**config.mk**
```make
export PLATFORM = sky130hd
export DESIGN_NAME = pram_rtc_command_unit
export DESIGN_NICKNAME = d
export VERILOG_FILES = /design/src/hdl/pram_pkg.sv /design/src/hdl/pram_front.sv /design/src/hdl/pram_queue.sv /design/src/hdl/pram_back.sv /design/src/hdl/pram_rtc_command_unit.sv
export SDC_FILE = /design/constraint.sdc
export NUM_CORES = 2
export LEC_CHECK = 0
export ABC_CLOCK_PERIOD_IN_PS = 6400
export BUFFER_PORTS_ARGS = -buffer_cell sky130_fd_sc_hd__buf_2
export CAP_MARGIN = 0
export CORE_ASPECT_RATIO = 2
export CORE_MARGIN = 2
export CORE_UTILIZATION = 30
export CTS_CLUSTER_DIAMETER = 150
export DETAILED_ROUTE_END_ITERATION = 12
export GPL_TIMING_DRIVEN = 0
export PLACE_DENSITY = 0.45
export SYNTH_ARGS = -nofsm -noshare
export SYNTH_HDL_FRONTEND = slang
export SYNTH_SLANG_ARGS = --single-unit
```
**constraint.sdc**
```tcl
create_clock -name clock -period 6.4 [get_ports clock]
set_input_delay 0.64 -clock clock [delete_from_list [all_inputs] [get_ports clock]]
set_output_delay 0.64 -clock clock [all_outputs]
set_load 0.02 [all_outputs]
```
**src/hdl/pram_pkg.sv**
```systemverilog
// ----------------------------------------------------------------------------
// pram_pkg
// Types and constants shared by the PRAM / clock command unit.
// ----------------------------------------------------------------------------
package pram_pkg;

   localparam int STORE_DEPTH = 256;
   localparam int ADDR_W      = $clog2(STORE_DEPTH);
   localparam int QUEUE_DEPTH = 2;

   // operation kinds
   localparam logic [1:0] OP_ECHO  = 2'd0;
   localparam logic [1:0] OP_WRITE = 2'd1;
   localparam logic [1:0] OP_READ  = 2'd2;

   // read overrides
   localparam logic [1:0] OVR_NONE  = 2'd0;
   localparam logic [1:0] OVR_MASK  = 2'd1;
   localparam logic [1:0] OVR_SET05 = 2'd2;
   localparam logic [1:0] OVR_LT    = 2'd3;

   localparam logic [ADDR_W-1:0] ADDR_MASKED = 8'h08;
   localparam logic [ADDR_W-1:0] ADDR_FLAGS  = 8'h8a;
   localparam logic [ADDR_W-1:0] ADDR_LT0    = 8'he0;
   localparam logic [ADDR_W-1:0] ADDR_LT1    = 8'he1;
   localparam logic [ADDR_W-1:0] ADDR_LT2    = 8'he2;
   localparam logic [ADDR_W-1:0] ADDR_LT3    = 8'he3;

   localparam logic [7:0] READ_MASK  = 8'hf8;
   localparam logic [7:0] FORCE_BITS = 8'h05;
   localparam logic [7:0] LT_VAL0    = 8'h00;
   localparam logic [7:0] LT_VAL1    = 8'hf1;
   localparam logic [7:0] LT_VAL2    = 8'h00;
   localparam logic [7:0] LT_VAL3    = 8'h0a;

   // csr register indexes
   localparam logic REG_ROM_CLEAN = 1'b0;
   localparam logic REG_ADDR24    = 1'b1;

   typedef struct packed {
      logic rom_is_32bit_clean;
      logic addr24_mode;
   } cfg_type;

   typedef struct packed {
      logic [1:0]        kind;
      logic [1:0]        ovr;
      logic [ADDR_W-1:0] addr;
      logic [7:0]        data;
   } op_type;

endpackage

```
**src/hdl/pram_front.sv**
```systemverilog
// ----------------------------------------------------------------------------
// pram_front
// Decodes a command item into a store read, write or echo operation with its read override.
// ----------------------------------------------------------------------------
module pram_front (
   input  pram_pkg::cfg_type cfg,
   input  logic              mode,
   input  logic [15:0]       command,
   input  logic [7:0]        data_in,
   input  logic [31:0]       time_now,
   input  logic [7:0]        direct_index,
   output pram_pkg::op_type  op
);
   import pram_pkg::*;

   logic              rd;
   logic              ext;
   logic [ADDR_W-1:0] ext_addr;
   logic [4:0]        cls_addr;
   logic              cls_store;
   logic [7:0]        time_byte;

   assign rd        = command[7];
   assign ext       = (command[6:3] == 4'b0111);
   assign ext_addr  = {command[2:0], command[14:10]};
   assign cls_addr  = command[6:2];
   assign cls_store = cls_addr[4] || (cls_addr[4:2] == 3'b010);

   always_comb begin
      case (cls_addr[1:0])
         2'd0:    time_byte = time_now[7:0];
         2'd1:    time_byte = time_now[15:8];
         2'd2:    time_byte = time_now[23:16];
         default: time_byte = time_now[31:24];
      endcase
   end

   always_comb begin
      op.kind = OP_ECHO;
      op.ovr  = OVR_NONE;
      op.addr = ext_addr;
      op.data = data_in;
      if (mode) begin
         op.kind = OP_READ;
         op.addr = direct_index;
      end else if (ext) begin
         if (rd) begin
            op.kind = OP_READ;
            if (ext_addr == ADDR_MASKED && !cfg.rom_is_32bit_clean) begin
               op.ovr = OVR_MASK;
            end else if (ext_addr == ADDR_FLAGS) begin
               op.ovr = OVR_SET05;
            end else if (ext_addr inside {[ADDR_LT0:ADDR_LT3]}) begin
               op.ovr = OVR_LT;
               case (ext_addr[1:0])
                  2'd0:    op.data = LT_VAL0;
                  2'd1:    op.data = LT_VAL1;
                  2'd2:    op.data = LT_VAL2;
                  default: op.data = LT_VAL3;
               endcase
            end
         end else begin
            op.kind = OP_WRITE;
            if (ext_addr == ADDR_FLAGS && !cfg.addr24_mode) begin
               op.data = data_in | FORCE_BITS;
            end
         end
      end else begin
         op.addr = {{(ADDR_W-5){1'b0}}, cls_addr};
         if (cls_store) begin
            op.kind = rd ? OP_READ : OP_WRITE;
         end else if (!cls_addr[3] && rd) begin
            op.data = time_byte;
         end
      end
   end

endmodule

```
**src/hdl/pram_queue.sv**
```systemverilog
// ----------------------------------------------------------------------------
// pram_queue
// Short FIFO of decoded operations between front and back.
// ----------------------------------------------------------------------------
module pram_queue (
   input  logic             clock,
   input  logic             reset,
   input  logic             push,
   input  pram_pkg::op_type push_op,
   input  logic             pop,
   output pram_pkg::op_type head_op,
   output logic             full,
   output logic             empty
);
   import pram_pkg::*;

   localparam int PTR_W = (QUEUE_DEPTH > 1) ? $clog2(QUEUE_DEPTH) : 1;

   op_type           slot_ff [QUEUE_DEPTH];
   logic [PTR_W-1:0] wr_ptr_ff, wr_ptr_in;
   logic [PTR_W-1:0] rd_ptr_ff, rd_ptr_in;
   logic [PTR_W:0]   count_ff, count_in;
   logic             do_push, do_pop;

   assign full    = (count_ff == (PTR_W+1)'(QUEUE_DEPTH));
   assign empty   = (count_ff == '0);
   assign do_push = push && !full;
   assign do_pop  = pop && !empty;
   assign head_op = slot_ff[rd_ptr_ff];

   always_comb begin
      wr_ptr_in = wr_ptr_ff;
      rd_ptr_in = rd_ptr_ff;
      count_in  = count_ff;
      if (do_push) begin
         wr_ptr_in = (wr_ptr_ff == PTR_W'(QUEUE_DEPTH-1)) ? '0 : wr_ptr_ff + 1'b1;
      end
      if (do_pop) begin
         rd_ptr_in = (rd_ptr_ff == PTR_W'(QUEUE_DEPTH-1)) ? '0 : rd_ptr_ff + 1'b1;
      end
      if (do_push && !do_pop) begin
         count_in = count_ff + 1'b1;
      end else if (do_pop && !do_push) begin
         count_in = count_ff - 1'b1;
      end
   end

   always_ff @(posedge clock) begin
      if (reset) begin
         wr_ptr_ff <= '0;
         rd_ptr_ff <= '0;
         count_ff  <= '0;
      end else begin
         wr_ptr_ff <= wr_ptr_in;
         rd_ptr_ff <= rd_ptr_in;
         count_ff  <= count_in;
      end
   end

   always_ff @(posedge clock) begin
      if (do_push) begin
         slot_ff[wr_ptr_ff] <= push_op;
      end
   end

endmodule

```
**src/hdl/pram_back.sv**
```systemverilog
// ----------------------------------------------------------------------------
// pram_back
// Executes operations against the parameter store and holds the result.
// ----------------------------------------------------------------------------
module pram_back (
   input  logic             clock,
   input  logic             reset,
   input  pram_pkg::op_type head_op,
   input  logic             q_empty,
   output logic             q_pop,
   input  logic             rsp_pop,
   output logic             rsp_empty,
   output logic [7:0]       rsp_data
);
   import pram_pkg::*;

   localparam logic ST_IDLE = 1'b0;
   localparam logic ST_RD   = 1'b1;

   logic [7:0]             mem [STORE_DEPTH];
   logic [STORE_DEPTH-1:0] valid_ff, valid_in;
   logic [7:0]             rd_data_ff;
   logic                   rd_valid_ff;
   op_type                 op_ff;
   logic [7:0]             lt0_ff, lt0_in;
   logic [7:0]             lt1_ff, lt1_in;
   logic                   state_ff, state_in;
   logic                   out_valid_ff, out_valid_in;
   logic [7:0]             out_data_ff, out_data_in;
   logic                   out_free, take, mem_we, load_now, load_rd, lt;
   logic [7:0]             base, rd_result;

   assign out_free  = !out_valid_ff || rsp_pop;
   assign take      = (state_ff == ST_IDLE) && !q_empty && out_free;
   assign q_pop     = take;
   assign mem_we    = take && (head_op.kind == OP_WRITE);
   assign load_now  = take && (head_op.kind != OP_READ);
   assign load_rd   = (state_ff == ST_RD);
   assign rsp_empty = !out_valid_ff;
   assign rsp_data  = out_data_ff;
   assign lt        = (lt0_ff == 8'h00) && (lt1_ff == 8'h00);
   assign base      = rd_valid_ff ? rd_data_ff : 8'h00;

   always_comb begin
      case (op_ff.ovr)
         OVR_MASK:  rd_result = base & READ_MASK;
         OVR_SET05: rd_result = base | FORCE_BITS;
         OVR_LT:    rd_result = lt ? op_ff.data : base;
         default:   rd_result = base;
      endcase
   end

   always_comb begin
      state_in = ST_IDLE;
      if (take && head_op.kind == OP_READ) begin
         state_in = ST_RD;
      end
      valid_in = valid_ff;
      lt0_in   = lt0_ff;
      lt1_in   = lt1_ff;
      if (mem_we) begin
         valid_in[head_op.addr] = 1'b1;
         if (head_op.addr == ADDR_LT0) begin
            lt0_in = head_op.data;
         end
         if (head_op.addr == ADDR_LT1) begin
            lt1_in = head_op.data;
         end
      end
      out_valid_in = load_now || load_rd || (out_valid_ff && !rsp_pop);
      out_data_in  = out_data_ff;
      if (load_rd) begin
         out_data_in = rd_result;
      end else if (load_now) begin
         out_data_in = head_op.data;
      end
   end

   always_ff @(posedge clock) begin
      if (reset) begin
         state_ff     <= ST_IDLE;
         valid_ff     <= '0;
         lt0_ff       <= 8'h00;
         lt1_ff       <= 8'h00;
         out_valid_ff <= 1'b0;
      end else begin
         state_ff     <= state_in;
         valid_ff     <= valid_in;
         lt0_ff       <= lt0_in;
         lt1_ff       <= lt1_in;
         out_valid_ff <= out_valid_in;
      end
   end

   always_ff @(posedge clock) begin
      out_data_ff <= out_data_in;
      if (take) begin
         op_ff       <= head_op;
         rd_valid_ff <= valid_ff[head_op.addr];
      end
   end

   // store
   always_ff @(posedge clock) begin
      if (mem_we) begin
         mem[head_op.addr] <= head_op.data;
      end
      if (take) begin
         rd_data_ff <= mem[head_op.addr];
      end
   end

endmodule

```
**src/hdl/pram_rtc_command_unit.sv**
```systemverilog
// ----------------------------------------------------------------------------
// pram_rtc_command_unit
// Parameter RAM and clock command decoder with an APB-style control port.
// ----------------------------------------------------------------------------
// A write or echo item passes the queue slot, then the result register; a
// store read also passes the registered store read. Writes and echoes go at
// one item per cycle while results are taken; a read stalls the next item.
// Reset clears the queue, the result register, the controls and all 256 store
// valid bits at once, so the store reads as zero with no clearing pass.
// ----------------------------------------------------------------------------
module pram_rtc_command_unit (
   input  logic        clock,
   input  logic        reset,
   input  logic        push,
   output logic        full,
   input  logic        req_mode,
   input  logic [15:0] req_command,
   input  logic [7:0]  req_data_in,
   input  logic [31:0] req_time_now,
   input  logic [7:0]  req_direct_index,
   output logic        empty,
   input  logic        pop,
   output logic [7:0]  rsp_data_out,
   input  logic        psel,
   input  logic        penable,
   input  logic        pwrite,
   input  logic [2:0]  paddr,
   input  logic [31:0] pwdata,
   output logic [31:0] prdata,
   output logic        pready
);
   import pram_pkg::*;

   cfg_type cfg_ff, cfg_in;
   op_type  front_op, head_op;
   logic    q_empty, q_pop, csr_wr;

   assign pready = 1'b1;
   assign csr_wr = psel && penable && pwrite;

   always_comb begin
      cfg_in = cfg_ff;
      if (csr_wr) begin
         case (paddr[2])
            REG_ROM_CLEAN: cfg_in.rom_is_32bit_clean = pwdata[0];
            REG_ADDR24:    cfg_in.addr24_mode        = pwdata[0];
            default:       cfg_in = cfg_ff;
         endcase
      end
      case (paddr[2])
         REG_ROM_CLEAN: prdata = {31'b0, cfg_ff.rom_is_32bit_clean};
         REG_ADDR24:    prdata = {31'b0, cfg_ff.addr24_mode};
         default:       prdata = 32'b0;
      endcase
   end

   always_ff @(posedge clock) begin
      if (reset) begin
         cfg_ff <= '0;
      end else begin
         cfg_ff <= cfg_in;
      end
   end

   pram_front u_front (
      .cfg          (cfg_ff),
      .mode         (req_mode),
      .command      (req_command),
      .data_in      (req_data_in),
      .time_now     (req_time_now),
      .direct_index (req_direct_index),
      .op           (front_op)
   );

   pram_queue u_queue (
      .clock   (clock),
      .reset   (reset),
      .push    (push),
      .push_op (front_op),
      .pop     (q_pop),
      .head_op (head_op),
      .full    (full),
      .empty   (q_empty)
   );

   pram_back u_back (
      .clock     (clock),
      .reset     (reset),
      .head_op   (head_op),
      .q_empty   (q_empty),
      .q_pop     (q_pop),
      .rsp_pop   (pop),
      .rsp_empty (empty),
      .rsp_data  (rsp_data_out)
   );

endmodule

```
==> reports/metrics.yaml <==
status: "complete, but fails checks"
violations: "capacitance limit, slew limit, setup timing"
grt_pass1_vias: 53529
cts_tree: "yes"
start_util_pct: 30.17
path_class: "register to register"
yosys_warnings: 0
drt_iter0_markers: 5143
synth_area_per_cell_sq_um: 17.69
insertion_delay_ps: 900
remaining_drc_errors: 0
vias: 51982
finalCriticalPeriod_ps: 6583
synthTopCellsByArea: "edfxtp_1 (68%), mux4_2 (9.7%), dfxtp_1 (6.0%), mux2i_1 (4.7%), nor2_1 (2.3%)"
drv_cap: 6
hpwlAfterDp_mm: 257.1
reg2reg_depth: 11
layout_setup_ws_ps: -182.8
crit_required_ps: 6900
syn_inst: 5279
synth_edf_count: 2115
drive_above_1_share_pct: 18.08
place_inst: 9510
grt_antenna_before_repair: 33
routabilityCongestion: 0.9255
hp-class: "primary input to register"
skew_ps: 48.89
grt_pass1_wl_mm: 462.7
peakVddDrop_mv: 0.2715
coreArea_sq_um: 309500
max-slew-margin-rel_pct: -14.14
syn_area_sq_um: 93380
ys_async_sr_fraction_pct: 0
final.period_utilization_pct: 102.9
critPathCaptureType: "register"
final_cells: 9928
ios: 150
start_kind: "register"
postCtsSetupRepairBufs: 0
wl_per_cell_um: 35.01
netlist.area_leader.share_pct: 68.01
worst_slew_pin_slew_ps: 1712
yosysMostFrequentCell: "edfxtp_1"
cts_made_buffers: 218
die_w_um: 398.5
clk_pin_slew_ps: 70
viasPerCell: 5.236
grt-ovfl-total: 0
die_h_um: 793.0
placementRows: 289
dp_slack_ps: -517.4
htree_levels: 4
synth_top_area_cell: "edfxtp_1"
port_buffers: 80
synthTopCellsByCount: "edfxtp_1 (2115), nor2_1 (582), mux2i_1 (438)"
rsz0062_at_grt: "yes"
syn_to_final_growth_pct: 14.50
synth-seq-cells: 2396
min_path_cells: 4
cp.arrival_ps: 7080
dr.pass1.iters: 9
cp_max_fo: 10
report.final.hold_viol_count: 0
setup_viol: 89
p_per_area_nw_per_um2: 392.5
leakagePower_nw: 33.99
ys.flop_type: "edfxtp_1"
clock-sinks: 2396
ys_types: 54
wl_mm: 347.6
cts_root_buffer: "clkbuf_16"
dieArea_sq_um: 316000
grtUsageTotal_pct: 21.69
grt_start_max_net_pins: 134
clockBufferDepth: 4
ant_nets: 0
ys_seq_area_share_pct: 74.03
max_freq_mhz: 151.9
nets: 5766
slew_viol_final: 45
==> kinds of logic after synthesis <==
family          share of synthesized area [%]
other cells                          0.008042
simple gates                            4.084
xor+xnor                              0.03752
fa+ha+maj                             0.01340
mux                                     14.83
compound gates                          5.200
flops                                   74.03
buf+inv                                 1.794
==> per-layer routing <==
metal  share of wire [%]  track usage, %  wire, um
met4                 8.8           16.48     30670
met3                 4.8           3.225     16610
met1                  32           20.95    110400
met5               0.066               0       229
met2                  55           40.93    189700
==> final timing paths <==
kind                                     start                                 to  slack, ps
max                                   register        u_back.mem[96][2]$_DFFE_PP_       -180
min                                   paddr[2]             cfg_ff[1]$_SDFFE_PP0P_         80
max reg2reg                           register        u_back.mem[96][2]$_DFFE_PP_       -180
min reg2reg  u_back.valid_ff[153]$_SDFFE_PP0P_  u_back.valid_ff[153]$_SDFFE_PP0P_        470
==> metrics by stage <==
step	power, mW	utilization, %	cell area, sq um	setup TNS [ps]	hold slack [ps]
6_report	41.96	34.54	106900	-7136	81.93
5_1_grt	42.87	34.54	106900	-5111	98.59
4_1_cts	42.22	34.50	106800	0	27.36
3_5_place_dp	29.62	32.35	100100	-126890	450.4
3_3_place_gp	29.58	31.98	98990	-2557510	441.0
2_1_floorplan	24.30	-	93500	0	431.5
==> timing repair <==
action                                 in CTS  in global routing
endpoints found under the hold margin       2                  0
cloned                                      0                  0
setup endpoints to repair                 615                189
hold buffers                                1                  0
gates resized for setup                     4                 20
==> final cells by class <==
type / count / area [sq um]
Fill cell: 29708 / 202600
Sequential cell: 2396 / 69140
Multi-Input combinational cell: 2538 / 22900
Clock buffer: 274 / 5813
Tap cell: 4074 / 5097
Buffer: 361 / 1660
Timing Repair Buffer: 129 / 1379
Clock inverter: 113 / 813.3
Antenna cell: 29 / 72.57
Inverter: 14 / 52.55
==> layout by cell type, fill, tap and decap left out, drive strengths merged, types with 3 or more instances in the layout <==
| cell | instances |
|---|---|
| mux2 | 32 |
| a21o | 3 |
| bufinv | 9 |
| diode | 29 |
| dfxtp | 281 |
| nand3 | 30 |
| nor4 | 5 |
| clkbuf | 488 |
| a31oi | 14 |
| xor2 | 3 |
| nand4 | 21 |
| conb | 32 |
| edfxtp | 2115 |
| nand2 | 153 |
| or4 | 9 |
| mux4 | 404 |
| o21ai | 34 |
| o41ai | 18 |
| nand3b | 7 |
| a41oi | 27 |
| or3 | 6 |
| clkinv | 86 |
| nor2 | 582 |
| mux2i | 438 |
| and3 | 11 |
| a221oi | 94 |
| a22oi | 218 |
| or3b | 7 |
| nor3 | 22 |
| o221ai | 9 |
| o22ai | 4 |
| and2 | 14 |
| inv | 21 |
| clkinvlp | 11 |
| buf | 274 |
| nand2b | 6 |
| nor2b | 5 |
| a32oi | 11 |
| and4 | 19 |
| a21oi | 285 |
==> power breakdown <==
| group | internal [mW] | switching [mW] |
|---|---|---|
| combinational | 3.02 | 7.64 |
| clock | 6.78 | 5.97 |
| sequential | 18.5 | 0.0804 |
| total | 28.3 | 13.7 |
==> critical path, cell delays in order (launching register included) <==
cell	delay, ps
dfxtp_1	320
buf_4	170
buf_2	250
mux2i_1	670
buf_2	580
clkbuf_1	630
buf_2	440
nand2_1	120
nor2_1	290
nand2_1	870
clkbuf_2	840
nor2_1	940
==> registers in the layout, summed over array words and instances, names as in the netlist, 2 cells and up, named ones only <==
signal / count
u_back.valid_ff: 256
u_back.op_ff: 10
u_queue.count_ff: 2
u_back.rsp_data: 8
u_back.lt1_ff: 8
u_back.lt0_ff: 8
cfg_ff: 2
u_back.mem: 2048
u_queue.slot_ff: 40
u_back.rd_data_ff: 8
Power figures use the tool's default switching activity.
